## src/rtl/tea_block_decrypt_assert.svh

```systemverilog
`ifndef TEA_BLOCK_DECRYPT_ASSERT_SVH
`define TEA_BLOCK_DECRYPT_ASSERT_SVH

// Checked property, with the check held off while reset is high.
`define TEA_ASSERT(lbl, clk, rst, prop, msg) \
   lbl: assert property (@(posedge clk) disable iff (rst) prop) else $error(msg);

// Checked property, checked in reset as well.
`define TEA_ASSERT_ALWAYS(lbl, clk, prop, msg) \
   lbl: assert property (@(posedge clk) prop) else $error(msg);

`endif

```

## src/rtl/tea_pkg.sv

```systemverilog
package tea_pkg;

   localparam int WORD_WIDTH          = 32;
   localparam int CSR_INDEX_WIDTH     = 8;
   localparam int DEFAULT_ROUND_COUNT = 32;

   typedef logic [WORD_WIDTH-1:0]      word_type;
   typedef logic [CSR_INDEX_WIDTH-1:0] csr_index_type;

   localparam word_type TEA_DELTA = 32'h9e3779b9;

   localparam csr_index_type KEY_WORD0 = 8'd0;
   localparam csr_index_type KEY_WORD1 = 8'd1;
   localparam csr_index_type KEY_WORD2 = 8'd2;
   localparam csr_index_type KEY_WORD3 = 8'd3;

   typedef struct packed {
      word_type left;
      word_type right;
   } block_type;

   typedef struct packed {
      word_type word0;
      word_type word1;
      word_type word2;
      word_type word3;
   } key_type;

   function automatic word_type mix_word(word_type w, word_type sum, word_type ka,
                                         word_type kb);
      return ((w << 4) + ka) ^ (w + sum) ^ ((w >> 5) + kb);
   endfunction

   // Round sum as a constant: delta times the number of rounds still to undo.
   function automatic word_type round_sum(int unsigned rounds_left);
      logic [2*WORD_WIDTH-1:0] product;
      product = (2*WORD_WIDTH)'(TEA_DELTA) * (2*WORD_WIDTH)'(rounds_left);
      return product[WORD_WIDTH-1:0];
   endfunction

endpackage

```

## src/rtl/tea_cell.sv

```systemverilog
module tea_cell #(
   parameter bit                UNDO_RIGHT = 1'b1,
   parameter tea_pkg::word_type ROUND_SUM  = '0
) (
   input  logic               clock,
   input  logic               reset,
   input  logic               advance,
   input  logic               in_valid,
   input  tea_pkg::block_type in_block,
   input  tea_pkg::key_type   key,
   output logic               out_valid,
   output tea_pkg::block_type out_block
);
   import tea_pkg::*;

   logic      valid_ff;
   block_type block_ff;
   block_type block_in;

   always_comb begin
      block_in = in_block;
      if (UNDO_RIGHT) begin
         block_in.right = in_block.right
                        - mix_word(in_block.left, ROUND_SUM, key.word2, key.word3);
      end else begin
         block_in.left = in_block.left
                       - mix_word(in_block.right, ROUND_SUM, key.word0, key.word1);
      end
   end

   always_ff @(posedge clock) begin
      if (reset) begin
         valid_ff <= 1'b0;
      end else if (advance) begin
         valid_ff <= in_valid;
      end
   end

   always_ff @(posedge clock) begin
      if (advance) begin
         block_ff <= block_in;
      end
   end

   assign out_valid = valid_ff;
   assign out_block = block_ff;

endmodule

```

## config.mk

```make
export PLATFORM = sky130hd
export DESIGN_NAME = tea_cell
export DESIGN_NICKNAME = d
export VERILOG_FILES = /design/src/rtl/tea_block_decrypt_assert.svh /design/src/rtl/tea_pkg.sv /design/src/rtl/tea_cell.sv
export SDC_FILE = /design/constraint.sdc
export NUM_CORES = 1
export LEC_CHECK = 0
export ABC_AREA = 1
export BUFFER_PORTS_ARGS = -buffer_cell sky130_fd_sc_hd__buf_2
export CORE_MARGIN = 2
export CORE_UTILIZATION = 48
export DETAILED_ROUTE_END_ITERATION = 8
export GPL_TIMING_DRIVEN = 0
export PLACE_DENSITY_LB_ADDON = 0.2
export SYNTH_ARGS = -nofsm -noshare
export SYNTH_HDL_FRONTEND = slang
export SYNTH_SLANG_ARGS = --single-unit
export TNS_END_PERCENT = 20
```

## constraint.sdc

```tcl
create_clock -name clock -period 3.75 [get_ports clock]
set_input_delay 0.5625 -clock clock [delete_from_list [all_inputs] [get_ports clock]]
set_output_delay 0.5625 -clock clock [all_outputs]
set_load 0.01 [all_outputs]
```

==> impl_summary.log <==
INFO  metric outcome = completed
INFO  metric initial_utilization = 0.486
INFO  metric chipWidth = 133 µm
INFO  metric synthesis.area_per_instance = 7.09 µm²
INFO  metric floorplan.die_area = 17700 µm²
INFO  metric area.growth.synth_to_final = 25.9%
INFO  metric sequential_cell_area = 1940 µm²
INFO  metric worst-endpoint-arrival = 3760 ps
INFO  metric ir_drop = 0.292 mV
INFO  metric grt_start_max_net_pins = 66
INFO  metric multi_input_logic_area = approximately 6000 µm²
INFO  metric dr.pass1.iters = 6
INFO  metric worstPathCellList = buf_2 -> ha_1 -> a21o_1 -> a21boi_4 -> nand3_4 -> a21oi_1 -> xor2_1 -> xnor2_1 -> ha_1 -> a21oi_1 -> inv_1 -> a31oi_1 -> o21ai_0 -> a21oi_1 -> nand2_1 -> xor2_1
INFO  metric postSynthCellCount = 1130
INFO  metric critical_path_class = input pin to flop
INFO  metric setup.worst_path.end_class = flop
INFO  metric drc = 0
INFO  metric finalWeightedCongestion = 0.920
INFO  metric antenna_found_initial = 0
INFO  metric top_achievable_clock_speed = about 270 MHz
INFO  metric core_rows = 47
INFO  metric r2r_start = out_valid
INFO  metric crit_path_max_incr_delay = 370 ps
INFO  metric grt_util_met1 = 0.349
INFO  metric ff_to_ff_path_depth = 2
INFO  metric p_leak = 0.00492 µW
INFO  metric insertedDiodeCount = 0
INFO  metric grt_pass1_vias = 8041
INFO  metric timing_worst_slew_pin_value = 859 ps
INFO  metric max_cap_violations = 0
INFO  metric post_cts_hold_buffer_count = 0
INFO  metric cts_inserted_buffers = 9
INFO  metric detail_route.wirelength = 24.6 mm
INFO  metric cts-root-to-sink-buffers = 2
INFO  metric clock-root-buffer = clkbuf_16
INFO  metric place.port_buffers = 196
INFO  metric first_pass_grt_wire_length = roughly 38 mm
INFO  metric dr_total_vias = a little over 8000
INFO  metric wl_per_cell = 15.6 µm
INFO  metric critical_path_fanouts_max = 4
INFO  metric met2_usage = 0.487
INFO  metric finalNetCount = 1633
INFO  metric dp.final_hpwl = just over 20 mm
INFO  metric tritoncts = yes
INFO  metric clkLatencyLatePin = 340 ps
INFO  metric final.setup.tns = 0 ps
INFO  metric min_period = 3670 ps
INFO  metric htreeDepth = 3
INFO  metric dr.first_iter.drc_count = between 300 and 400
INFO  metric timing.slew.headroom = 0.427
INFO  metric fin_util = 0.612
INFO  metric postRouteAntennaNets = 0
INFO  metric ys.warnings.count = 0
INFO  metric powerDensity = approximately 480 nW/µm²
INFO  metric worst_ep_required_time = 3840 ps
INFO  metric path_common_cell = a21oi_1
INFO  metric vias_per_cell = 5.23
INFO  metric track_usage = 0.274
INFO  metric gr-max-usage-layer = met2
INFO  metric rsz0062_at_grt = true
INFO  metric final_max_slew_viol_count = 0
INFO  metric num-fill-cells = 1565
INFO  metric totalPowerFinal = 4840 µW
INFO  metric syn_nets = 1414
INFO  metric post-route-period-util = 0.979
INFO  metric worst_setup_path_startpoint = in_block[40]
INFO  metric dpl-instance-area = around 9000 µm²
INFO  metric tightest_hold_check_type = input pin to flop
INFO  metric clock-sinks = 65
INFO  metric setup-violations-final = 0
INFO  metric drive_gt1_frac = 0.258
INFO  metric die_h = 133 µm
INFO  metric grt.overflow.total = 0
INFO  metric timing.hold.worst.start = reset
INFO  metric worst_path_max_delay_cell = ha_1
INFO  metric clkTransAtPathRegs = 60 ps
INFO  metric timing.final.ws_setup = 80.6 ps
INFO  metric hold_violations = 0
INFO  metric synth_register_bits = 65
INFO  metric netlist-cell-type-count = 49
INFO  metric timing.critical_path.from_type = input pin
INFO  metric fin_worst_skew = 0 ps
INFO  metric num_io_pins = roughly 260
INFO  metric globalRouteMet3Util = 0.0342
INFO  metric hold_depth = 2
INFO  metric synth_seq_area_share = 0.243
INFO  metric preCtsSetupSlack = -559 ps
INFO  metric finish.instance_area = 10100 µm²
INFO  metric core_box_area = 16500 µm²
INFO  metric syn-cell-area = approximately 8000 µm²
layer usage:
metal / routed length [µm] / vias up / part of all wire
li1: - / 4176 / -
met1: 10600 / 3762 / 0.43
met2: 12200 / 250 / 0.50
met3: 1260 / 42 / 0.051
met4: 546 / 0 / 0.022
met5: 0 / - / 0
synth_stat cells, drive strengths merged:
library cell | count | share of area
a21boi | 5 | 0.0052
and2 | 3 | 0.0027
nand3 | 56 | 0.036
nor2 | 110 | 0.056
nand2b | 1 | 0.00078
xnor2 | 46 | 0.050
xor2 | 68 | 0.075
o21bai | 14 | 0.013
and3 | 2 | 0.0016
nand4 | 12 | 0.0094
a31oi | 4 | 0.0031
dfxtp | 1 | 0.0025
nor4 | 2 | 0.0023
a31o | 1 | 0.0011
o21ai | 49 | 0.034
o211a | 2 | 0.0025
o221ai | 1 | 0.0011
a21oi | 97 | 0.064
nor3b | 2 | 0.0025
nand3b | 8 | 0.0075
edfxtp | 64 | 0.24
inv | 149 | 0.070
ha | 85 | 0.13
o21a | 5 | 0.0047
fa | 3 | 0.0075
or2 | 4 | 0.0031
o211ai | 2 | 0.0019
mux2i | 1 | 0.0013
a21o | 12 | 0.011
nand2 | 308 | 0.15
nor3 | 12 | 0.0081
clkinv | 1 | 0.00047
stage by stage:
step / std cells / hold WS (ps)
2_1_floorplan: 1130 / 528
3_3_place_gp: 1546 / 474
3_5_place_dp: 1546 / 485
4_1_cts: 1563 / 365
5_1_grt: 1574 / 363
6_report: 1574 / 368
cells in the final DEF (no fill, tap or decap), types with 20 or more instances in the layout:
master	n
nor2_1	96
buf_2	195
nand3_1	53
xnor2_1	45
xor2_1	61
edfxtp_1	64
a21oi_2	20
a21oi_1	74
nand2_2	29
o21ai_0	30
ha_1	64
nand2_1	279
inv_1	143
power breakdown:
part           leakage (µW)  total (µW)  internal, µW  switching, µW
combinational       0.00417        2940          1160           1780
sequential         0.000634        1120          1090           32.9
clock              0.000122         782           445            336
area by class of cell:
type	instances	area share
multi-input combinational	915	0.591
sequential	65	0.193
timing repair buffer	208	0.107
inverter	150	0.0559
tap	220	0.0273
clock buffer	11	0.0231
clock inverter	5	0.00323
kinds of logic (layout without fill, tap and decap cells):
family,after synthesis,count (layout),share of synthesized area
AOI/OAI and AO/OA,192,192,0.142
xor gates and xnor gates,114,114,0.126
buffers and inverters,150,374,0.0703
adders and majority gates,88,88,0.140
DFF,65,65,0.242
muxes,1,1,0.00125
and+or+nand+nor,520,520,0.278
worst paths after layout:
path / endpoint / slack, ps
hold / removal: out_valid / 370
setup reg to reg: out_valid / 3170
hold reg to reg: out_valid / 490
setup / recovery: out_block[30] / 80
repair_timing:
item,4_1_cts,5_1_grt
setup endpoints to repair,6,14
buffers inserted,1,11
pin swaps,1,24
resized for setup,13,87
critical path, delay by kind of cell:
kind | cells | cell delay [ps]
compound gates | 7 | 1350
xor+xnor | 3 | 630
fa+ha+maj | 2 | 740
buf+inv | 2 | 210
simple gates | 2 | 240
state kept, by name, summed over array words and instances (netlist names):
register   count
out_block     64
out_valid      1
Note: power is estimated with default switching activity, not from simulation.
