==> src/rtl/tea_block_decrypt_assert.svh <==
`ifndef TEA_BLOCK_DECRYPT_ASSERT_SVH
`define TEA_BLOCK_DECRYPT_ASSERT_SVH

// Checked property, with the check held off while reset is high.
`define TEA_ASSERT(lbl, clk, rst, prop, msg) \
   lbl: assert property (@(posedge clk) disable iff (rst) prop) else $error(msg);

// Checked property, checked in reset as well.
`define TEA_ASSERT_ALWAYS(lbl, clk, prop, msg) \
   lbl: assert property (@(posedge clk) prop) else $error(msg);

`endif

==> src/rtl/tea_pkg.sv <==
package tea_pkg;

   localparam int WORD_WIDTH          = 32;
   localparam int CSR_INDEX_WIDTH     = 8;
   localparam int DEFAULT_ROUND_COUNT = 32;

   typedef logic [WORD_WIDTH-1:0]      word_type;
   typedef logic [CSR_INDEX_WIDTH-1:0] csr_index_type;

   localparam word_type TEA_DELTA = 32'h9e3779b9;

   localparam csr_index_type KEY_WORD0 = 8'd0;
   localparam csr_index_type KEY_WORD1 = 8'd1;
   localparam csr_index_type KEY_WORD2 = 8'd2;
   localparam csr_index_type KEY_WORD3 = 8'd3;

   typedef struct packed {
      word_type left;
      word_type right;
   } block_type;

   typedef struct packed {
      word_type word0;
      word_type word1;
      word_type word2;
      word_type word3;
   } key_type;

   function automatic word_type mix_word(word_type w, word_type sum, word_type ka,
                                         word_type kb);
      return ((w << 4) + ka) ^ (w + sum) ^ ((w >> 5) + kb);
   endfunction

   // Round sum as a constant: delta times the number of rounds still to undo.
   function automatic word_type round_sum(int unsigned rounds_left);
      logic [2*WORD_WIDTH-1:0] product;
      product = (2*WORD_WIDTH)'(TEA_DELTA) * (2*WORD_WIDTH)'(rounds_left);
      return product[WORD_WIDTH-1:0];
   endfunction

endpackage

==> src/rtl/tea_channels.sv <==


interface tea_csr_if;
   import tea_pkg::*;
   logic          valid;
   logic          ready;
   csr_index_type index;
   word_type      data;
   modport source (output valid, output index, output data, input ready);
   modport sink (input valid, input index, input data, output ready);
endinterface

==> src/rtl/tea_keys.sv <==
module tea_keys (
   input  logic             clock,
   input  logic             reset,
   tea_csr_if.sink          csr,
   output tea_pkg::key_type key
);
   import tea_pkg::*;

   key_type key_ff;
   key_type key_in;

   assign csr.ready = 1'b1;
   assign key       = key_ff;

   always_comb begin
      key_in = key_ff;
      if (csr.valid) begin
         case (csr.index)
            KEY_WORD0: key_in.word0 = csr.data;
            KEY_WORD1: key_in.word1 = csr.data;
            KEY_WORD2: key_in.word2 = csr.data;
            KEY_WORD3: key_in.word3 = csr.data;
            default:   key_in = key_ff;
         endcase
      end
   end

   always_ff @(posedge clock) begin
      if (reset) begin
         key_ff <= '0;
      end else begin
         key_ff <= key_in;
      end
   end

endmodule

==> src/flat_wrapper.sv <==
// flat-port wrapper written by rule: the top's interface ports become plain ports
module tea_keys_flat import tea_pkg::*;
  (clock, reset, key, csr_valid, csr_index, csr_data, csr_ready);
  tea_csr_if csr_i ();
  input  logic clock;
  input  logic reset;
  output tea_pkg::key_type key;
  input wire logic [$bits(csr_i.valid)-1:0] csr_valid;
  input wire logic [$bits(csr_i.index)-1:0] csr_index;
  input wire logic [$bits(csr_i.data)-1:0] csr_data;
  output wire logic [$bits(csr_i.ready)-1:0] csr_ready;
  assign csr_i.valid = csr_valid;
  assign csr_i.index = csr_index;
  assign csr_i.data = csr_data;
  assign csr_ready = csr_i.ready;
  tea_keys u_core (.clock(clock), .reset(reset), .csr(csr_i), .key(key));
endmodule
==> config.mk <==
export PLATFORM = sky130hd
export DESIGN_NAME = tea_keys_flat
export DESIGN_NICKNAME = d
export VERILOG_FILES = /design/src/rtl/tea_block_decrypt_assert.svh /design/src/rtl/tea_pkg.sv /design/src/rtl/tea_channels.sv /design/src/rtl/tea_keys.sv /design/src/flat_wrapper.sv
export SDC_FILE = /design/constraint.sdc
export NUM_CORES = 1
export LEC_CHECK = 0
export BUFFER_PORTS_ARGS = -buffer_cell sky130_fd_sc_hd__buf_2
export CAP_MARGIN = 0
export CORE_AREA = 4 4 113 115
export DETAILED_ROUTE_END_ITERATION = 10
export DIE_AREA = 0 0 117 119
export MAX_ROUTING_LAYER = met4
export PLACE_DENSITY = 0.7
export RECOVER_POWER = 25
export REMOVE_ABC_BUFFERS = 1
export SKIP_CTS_REPAIR_TIMING = 1
export SLEW_MARGIN = 20
export SYNTH_ARGS = -nofsm -noshare
export SYNTH_HDL_FRONTEND = slang
export SYNTH_SLANG_ARGS = --single-unit
==> constraint.sdc <==
create_clock -name clock -period 1.15 [get_ports clock]
set_clock_uncertainty 0.05 [all_clocks]
set_input_delay 0.0575 -clock clock [delete_from_list [all_inputs] [get_ports clock]]
set_output_delay 0.0575 -clock clock [all_outputs]
set_load 0.005 [all_outputs]
==> impl_results.md, run 1 <==
* Max H-tree Level at 4
* GRT Total Usage at 17.5%
* Starting DRT DRC Count at 209
* Met1 GRT Util at 22.3%
* # DRC at 0
* Routability cong. at 0.746
* Worst Path Max Fanout at 16
* Number of synthesis warnings at 0
* Largest register FFs at 128
* Area growth from synthesis to layout at 36.6%
* Post-Syn Instances at 454
* Main combinational cell family by area after synthesis: multiplexers
* RSZ-0062 raised after global routing: no
* Mapped Avg Cell Area at 11.4 µm²
* Synth Area in Compound Gates at 0%
* Post-Synth Simple-Gate Area at 21.1%
* Vias in the first global route at 3739
* Worst Path Buf+Inv at 2
* Largest net degree at the start of global routing at 89
* HP Class: in -> reg
* Pwr Total at 0.0105 W
* Setup WS post-layout at 0.0976 ns
* Fin crit period at 1.05 ns
* Highest-delay cell along the critical path: nor4b_2
* Smallest hold slack at -0.0433 ns
* Layout Cells excl Fill at 812
* Total die area at 13900 µm²
* Clk pin slew, worst setup/hold paths at 0.06 ns
* Peak VDD IR at 0.790 mV
* Initial core utilization at 43.7%
* Via count at 3850
* Worst Path Arrival at 1.33 ns
* FMAX at 950 MHz
* Type of origin of the critical path: input port
* Critical Path RT at 1.42 ns
* Unique masters post-synth at 13
* Hold Fails Final Rpt at 12
* Initial antenna violation count at 0
* Final WL at 12300 µm
* Diode count at 0
* Max cap viols at 0
* Cell Chain, Critical Path: buf_2, nor4b_2, and4bb_2, buf_12, mux2i_1
* Slew Viols, Final at 0
* Row cnt at 40
* Met2 usage at 27.3%
* Overflow after GRT at 0
* Clk root buf: clkbuf_16
* Clk_lat worst skew at 0.40 ns
* Static Leak at 3.76 nW
* Seq cells post-synth at 128
* Average wire per standard cell at 15.1 µm
* Number of setup violations in the final report at 0
* Vias per Instance at 4.74
* I/O pins at 172
* Crit-path max cell delay at 0.36 ns
* Post-Synth Adder-Cell Area at 0%
* GRT met3 Usage at 4.83%
* Critical path's top delay family: simple AND/OR/NAND/NOR gates
* Die height at 119 µm
* ANT nets after route at 0
* Worst Setup End Kind: flip-flop
* Dpl cells at 752
* First-pass GRT wire length at 18900 µm
* Post-synthesis xor/xnor area fraction at 0%
* Core area at 11800 µm²
* Clock net sink count at 128
* Share of layout cells above drive strength 1 at 32.6%
* Failing checks: hold timing
* Synthesized cell area at 5170 µm²
* Worst R2R Setup Slack at 0.44 ns
* Mux cell area share after synthesis at 24.8%
* Die X at 117 µm
* PD cells at 1490 nW/µm²
* Longest Clk Path Bufs at 2
* Status: complete, but fails checks
* Nets@finish at 696
* DP HPWL at 8190 µm
* GR peak layer: met2
* Buffers added on ports at 170
* Pre-antenna DRT Iters at 4
* Tcrit/Tclk final at 91.5%
* Crit Path Category: in -> reg
* Cts bufs inserted at 17
* Pre-CTS WS at -0.245 ns
* CTS tree: done
* Sequential share of the synthesized area at 49.6%
power breakdown:
group          total, W  switching, W  internal (W)  leakage (nW)
Combinational  0.000428      0.000180      0.000248          2.42
Sequential      0.00445    0.00000297       0.00444          1.03
Clock           0.00563       0.00190       0.00373         0.303
stage by stage:
stage / setup TNS, ns / instance area [µm²] / hold slack [ns] / utilization [%]
floorplan: -78.41 / 4940 / 0.188 / -
global placement: -23.00 / 6210 / 0.332 / 52.6
detailed placement: -25.14 / 6210 / 0.348 / 52.6
CTS: 0 / 6830 / -0.0725 / 57.9
global route: 0 / 7060 / -0.00156 / 59.7
finish: 0 / 7060 / -0.0433 / 59.7
Yosys cell counts:
cell type	n	share of area (%)
nor4b_4	1	0.46
nor3_2	1	0.19
nand2b_1	160	19
conb_1	1	0.073
buf_4	1	0.15
buf_8	3	0.87
clkbuf_1	17	1.2
nand4_2	1	0.24
nand4b_2	2	0.58
and4bb_2	1	0.24
mux2i_1	128	25
dfxtp_1	128	50
buf_6	10	2.2
layout by cell type, fill, tap and decap left out:
cell type,netlist,final
clkinv_2,0,3
buf_12,0,5
nand4_2,1,1
and4bb_2,1,1
nor3_2,1,1
dlygate4sd3_1,0,29
clkinv_4,0,2
nor4b_2,0,1
buf_2,0,170
conb_1,1,1
clkbuf_8,0,2
dfxtp_1,128,128
nand4b_4,0,2
nand2b_1,160,160
clkbuf_16,0,17
clkinvlp_4,0,1
buf_4,1,4
mux2i_1,128,128
buf_6,10,3
clkbuf_1,17,2
bufinv_16,0,4
worst min-delay path, stage by stage:
cell and delay (ns):
buf_2 0.08, nand2b_1 0.09, mux2i_1 0.13
cells by family after synthesis:
group / Yosys count
other: 1
muxes: 128
DFF: 128
and+or+nand+nor: 166
buffers and inverters: 31
area by class of cell:
| type | count | area, µm² |
|---|---|---|
| clock buffers | 21 | 460 |
| flip-flops and latches | 128 | 2560 |
| repair buffers | 211 | 1310 |
| fillers | 986 | 4760 |
| multi-input cells | 295 | 2380 |
| well taps | 147 | 184 |
| clock inverters | 10 | 160 |
metal layers:
layer	wire length (µm)	vias up
met4	79	0
met3	646	7
met2	6090	112
li1	-	1905
met5	0	-
met1	5470	1826
final timing paths:
check / endpoint / startpoint / cells after the start
setup / recovery: u_core.key[115]$_SDFFE_PP0P_ / csr_index[6] / 5
hold / removal: u_core.key[80]$_SDFFE_PP0P_ / csr_data[16] / 3
setup reg to reg: u_core.key[115]$_SDFFE_PP0P_ / u_core.key[115]$_SDFFE_PP0P_ / 2
hold reg to reg: u_core.key[0]$_SDFFE_PP0P_ / u_core.key[0]$_SDFFE_PP0P_ / 2
Note: power is estimated with default switching activity, not from simulation.
==> inputs of run 2 (changes only) <==
- PLACE_DENSITY: 0.7 -> 0.82
- SLEW_MARGIN: 20 -> unset
==> run 2 against run 1 <==
  * The run still ends with hold timing left
  * Die area unchanged
  * Via count down 2.1%
  * Sequential share of layout area increased by 0.64 points
  * Maximum frequency is 1.7% higher
  * Sequential power is essentially flat
  * Clock power down 15%
  * Final cell count is 0.62% lower
  * Utilization fell by 1.0 points
  * Flip-flop and latch count did not move
==> impl_results.md, run 2 (same netlist as run 1, synthesis figures left out) <==
* DP HPWL at 8560 µm
* Largest register FFs at 128
* Clk root buf: clkbuf_16
* Pre-CTS WS at -0.237 ns
* Cts bufs inserted at 17
* Total die area at 13900 µm²
* Vias in the first global route at 3689
* Commonest non-fill, non-tap cell in the layout: buf_2
* GRT Total Usage at 17.8%
* Routability cong. at 0.753
* Longest Clk Path Bufs at 2
* CTS tree: done
* Max cap viols at 0
* RSZ-0062 raised after global routing: no
* Vias per Instance at 4.67
* Max H-tree Level at 4
* Initial core utilization at 43.7%
* Worst Path Max Fanout at 17
* Crit. Startpoint: csr_index[6]
* Slew Viols, Final at 0
* Worst r2r path cells at 2
* Area growth from synthesis to layout at 34.2%
* Pre-antenna DRT Iters at 4
* Nets@finish at 693
* Largest net degree at the start of global routing at 91
* Hold Fails Final Rpt at 24
* Post-route setup TNS at 0 ns
* Core area at 11800 µm²
* Row cnt at 40
* Crit path capture: u_core.key[80]$_SDFFE_PP0P_
* Overflow after GRT at 0
* I/O pins at 172
* Average wire per standard cell at 15.3 µm
* Via count at 3768
* Static Leak at 3.70 nW
* Fin util at 58.7%
* Buffers added on ports at 170
* Smallest hold slack at -0.0326 ns
* Crit Path Category: in -> reg
* Number of setup violations in the final report at 0
* Min-delay src: csr_data[31]
* Die X at 117 µm
* Worst R2R Setup Slack at 0.43 ns
* Pwr Total at 0.00968 W
* Tcrit/Tclk final at 90.0%
* Share of layout cells above drive strength 1 at 32.9%
* Failing checks: hold timing
* Type of origin of the critical path: input port
* Reg2reg start: u_core.key[36]$_SDFFE_PP0P_
* FMAX at 966 MHz
* Clock net sink count at 128
* ANT nets after route at 0
* Critical Path RT at 1.37 ns
* Fin crit period at 1.03 ns
* Setup WS post-layout at 0.115 ns
* PD cells at 1400 nW/µm²
* End of the worst register-to-register path: u_core.key[36]$_SDFFE_PP0P_
* Starting DRT DRC Count at 148
* Worst Path Arrival at 1.25 ns
* Clk_lat worst skew at 0.39 ns
* # DRC at 0
* FILL cells at 1005
* HP Class: in -> reg
* Initial antenna violation count at 1
* Peak VDD IR at 0.677 mV
* Final WL at 12400 µm
* Die height at 119 µm
* First-pass GRT wire length at 19100 µm
* Most frequent cells in the layout: buf_2, nand2b_1, mux2i_1, dfxtp_1, dlygate4sd3_1
* Worst Setup End Kind: flip-flop
* Status: complete, but fails checks
* Clk pin slew, worst setup/hold paths at 0.05 ns
[run 2: cell count changes in the layout (fill, tap and decap cells not counted), sizes merged]
cell	delta
dlygate4sd3	-7
bufinv	-3
clkbuf	+2
buf	+1
clkinv	+1
diode	+1
[run 2: cell type report]
| type | count | area [µm²] | area share (%) |
|---|---|---|---|
| Antenna cell | 1 | 2.50 | 0.0361 |
| Clock buffer | 20 | 457 | 6.59 |
| Clock inverter | 8 | 67.6 | 0.975 |
| Multi-Input combinational cell | 295 | 2400 | 34.6 |
| Sequential cell | 128 | 2560 | 37.0 |
| Tap cell | 147 | 184 | 2.65 |
| Timing Repair Buffer | 208 | 1260 | 18.2 |
[run 2: report_power, final]
| group | total [W] | internal [W] | switching, W | leakage [nW] |
|---|---|---|---|---|
| clock | 0.00481 | 0.00301 | 0.00180 | 0.263 |
| combinational | 0.000425 | 0.000238 | 0.000187 | 2.41 |
| sequential | 0.00445 | 0.00444 | 0.00000307 | 1.03 |
[run 2: per-layer routing]
layer	global-route usage (%)	vias up	routed length (µm)
met5	-	-	0
met4	5.23	0	83
met3	5.18	9	640
met2	26.1	113	5840
met1	23.9	1763	5790
li1	-	1883	-
[run 2: worst min-delay path by stage]
stage                                        end  cells after the start  slack (ns)
CTS                  u_core.key[26]$_SDFFE_PP0P_                      3       -0.06
detailed placement   u_core.key[53]$_SDFFE_PP0P_                      3        0.35
global placement     u_core.key[28]$_SDFFE_PP0P_                      3        0.34
global route        u_core.key[127]$_SDFFE_PP0P_                      3      0.0008
finish              u_core.key[127]$_SDFFE_PP0P_                      3       -0.03
floorplan           u_core.key[100]$_SDFFE_PP0P_                      2        0.19
[run 2: metrics by stage]
| step | instances | area, µm² |
|---|---|---|
| after floorplan | 423 | 4940 |
| after global placement | 756 | 6240 |
| after detailed placement | 756 | 6240 |
| after CTS | 784 | 6770 |
| after global routing | 807 | 6930 |
| final | 807 | 6930 |
[run 2: worst max-delay path: stages]
cell and delay [ns]:
clkbuf_1 0.10, nor4b_4 0.30, clkbuf_2 0.25, nand4b_4 0.12, buf_4 0.25, mux2i_1 0.16
==> inputs of run 3 (changes only) <==
- BUFFER_PORTS_ARGS: -buffer_cell sky130_fd_sc_hd__buf_2 -> unset
- CORE_AREA: 4 4 113 115 -> 4 4 107 109
- DIE_AREA: 0 0 117 119 -> 0 0 111 113
- DONT_BUFFER_PORTS: unset -> 1
- PLACE_DENSITY: 0.82 -> 0.75
==> run 3 against run 2 <==
  * The flow still finishes with violations (hold timing)
  * Combinational power shrank 55%
  * Global-route usage grew 0.29 points
  * Wire length shrank 11%
  * Non-clock buffer count fell by 198
  * Largest cell class unchanged
==> impl_results.md, run 3 (same netlist as run 1, synthesis figures left out) <==
* Buffers added on ports at 0
* First-pass GRT wire length at 17500 µm
* Routability cong. at 0.705
* Cts bufs inserted at 17
* Diode count at 0
* Commonest non-fill, non-tap cell in the layout: nand2b_1
* Crit Path Category: in -> reg
* HP Class: in -> reg
* GR peak layer: met2
* Via count at 3098
* Average wire per standard cell at 18.2 µm
* Most frequent cells in the layout: nand2b_1, mux2i_1, dfxtp_1
* Worst Path Arrival at 1.36 ns
* Type of origin of the critical path: input port
* Overflow after GRT at 0
* Vias per Instance at 5.12
* Status: complete, but fails checks
* Worst Setup End Kind: flip-flop
* Final WL at 11000 µm
* Clk_lat worst skew at 0.50 ns
* FILL cells at 940
* Critical Path RT at 1.47 ns
* Smallest hold slack at -0.312 ns
* Slew Viols, Final at 0
* Number of setup violations in the final report at 0
* Max_slew headroom at 66.6%
* ANT nets after route at 0
* Row cnt at 38
* Starting DRT DRC Count at 141
* FMAX at 962 MHz
* Area of the multi-input gates at 2370 µm²
* Nets@finish at 495
* # DRC at 0
* Max H-tree Level at 4
* Peak VDD IR at 0.958 mV
* Clk root buf: clkbuf_8
* GRT met3 Usage at 6.58%
* Pwr Total at 0.0102 W
* Tcrit/Tclk final at 90.4%
* Area growth from synthesis to layout at 12.3%
* Post-route setup TNS at 0 ns
* Total die area at 12500 µm²
* Share of layout cells above drive strength 1 at 9.68%
* Initial antenna violation count at 0
* Fin crit period at 1.04 ns
* Longest Clk Path Bufs at 2
* Measured slew at the worst slew-check pin at 0.501 ns
* RSZ-0062 raised after global routing: no
* Core area at 10600 µm²
* Clk pin slew, worst setup/hold paths at 0.06 ns
* Largest net degree at the start of global routing at 161
* Clock net sink count at 128
* Vias in the first global route at 3166
* Met1 GRT Util at 21.5%
* CTS tree: done
* Initial core utilization at 48.7%
* PD cells at 1750 nW/µm²
* Largest register FFs at 128
* Die height at 113 µm
* I/O pins at 172
* Static Leak at 2.69 nW
* GRT Total Usage at 18.1%
* Failing checks: hold timing
* Cell area after layout at 5800 µm²
* Hold Fails Final Rpt at 128
* Register area at 2560 µm²
* Cell Area, Placed at 5290 µm²
* DP HPWL at 7420 µm
* Max cap viols at 0
* Worst Path Max Fanout at 11
* Met2 usage at 28.5%
* Die X at 111 µm
* Pre-antenna DRT Iters at 4
run 3: stage by stage:
step | worst slack, ns | util (%) | cells | hold WS [ns]
4_1_cts | 0.109 | 55.7 | 605 | -0.339
5_1_grt | 0.0570 | 54.7 | 605 | -0.331
2_1_floorplan | -0.665 | - | 423 | 0.188
6_report | 0.111 | 54.7 | 605 | -0.312
3_5_place_dp | -0.114 | 49.9 | 573 | 0.206
3_3_place_gp | -0.0502 | 49.9 | 573 | 0.199
run 3: routing by layer:
layer / vias up / wire, µm
met3: 13 / 908
met2: 109 / 5250
met5: - / 0
met4: 0 / 176
li1: 1505 / -
met1: 1471 / 4670
run 3: worst paths after layout:
check                                from  cells past startpoint                            to  slack [ns]
max                          csr_index[6]                      5   u_core.key[12]$_SDFFE_PP0P_        0.11
min                                 reset                      2   u_core.key[36]$_SDFFE_PP0P_       -0.31
max reg2reg   u_core.key[93]$_SDFFE_PP0P_                      2   u_core.key[93]$_SDFFE_PP0P_        0.43
min reg2reg  u_core.key[103]$_SDFFE_PP0P_                      2  u_core.key[103]$_SDFFE_PP0P_        0.44
run 3: area by class of cell:
| cell class | count | share of cell area, % |
|---|---|---|
| well taps | 140 | 3.02 |
| repair buffers | 10 | 1.36 |
| clock inverters | 14 | 3.26 |
| multi-input cells | 295 | 40.8 |
| flip-flops and latches | 128 | 44.2 |
| clock buffers | 18 | 7.38 |
run 3: power by group:
| group | leakage, nW | switching, W | internal, W |
|---|---|---|---|
| Sequential | 1.03 | 0.00000467 | 0.00444 |
| Clock | 0.297 | 0.00196 | 0.00357 |
| Combinational | 1.36 | 0.0000745 | 0.000116 |
run 3: worst max-delay path, cell delays in order:
cell and delay [ns]:
nor4b_2 0.31, clkbuf_1 0.27, nand4_1 0.17, clkbuf_2 0.35, mux2i_1 0.20
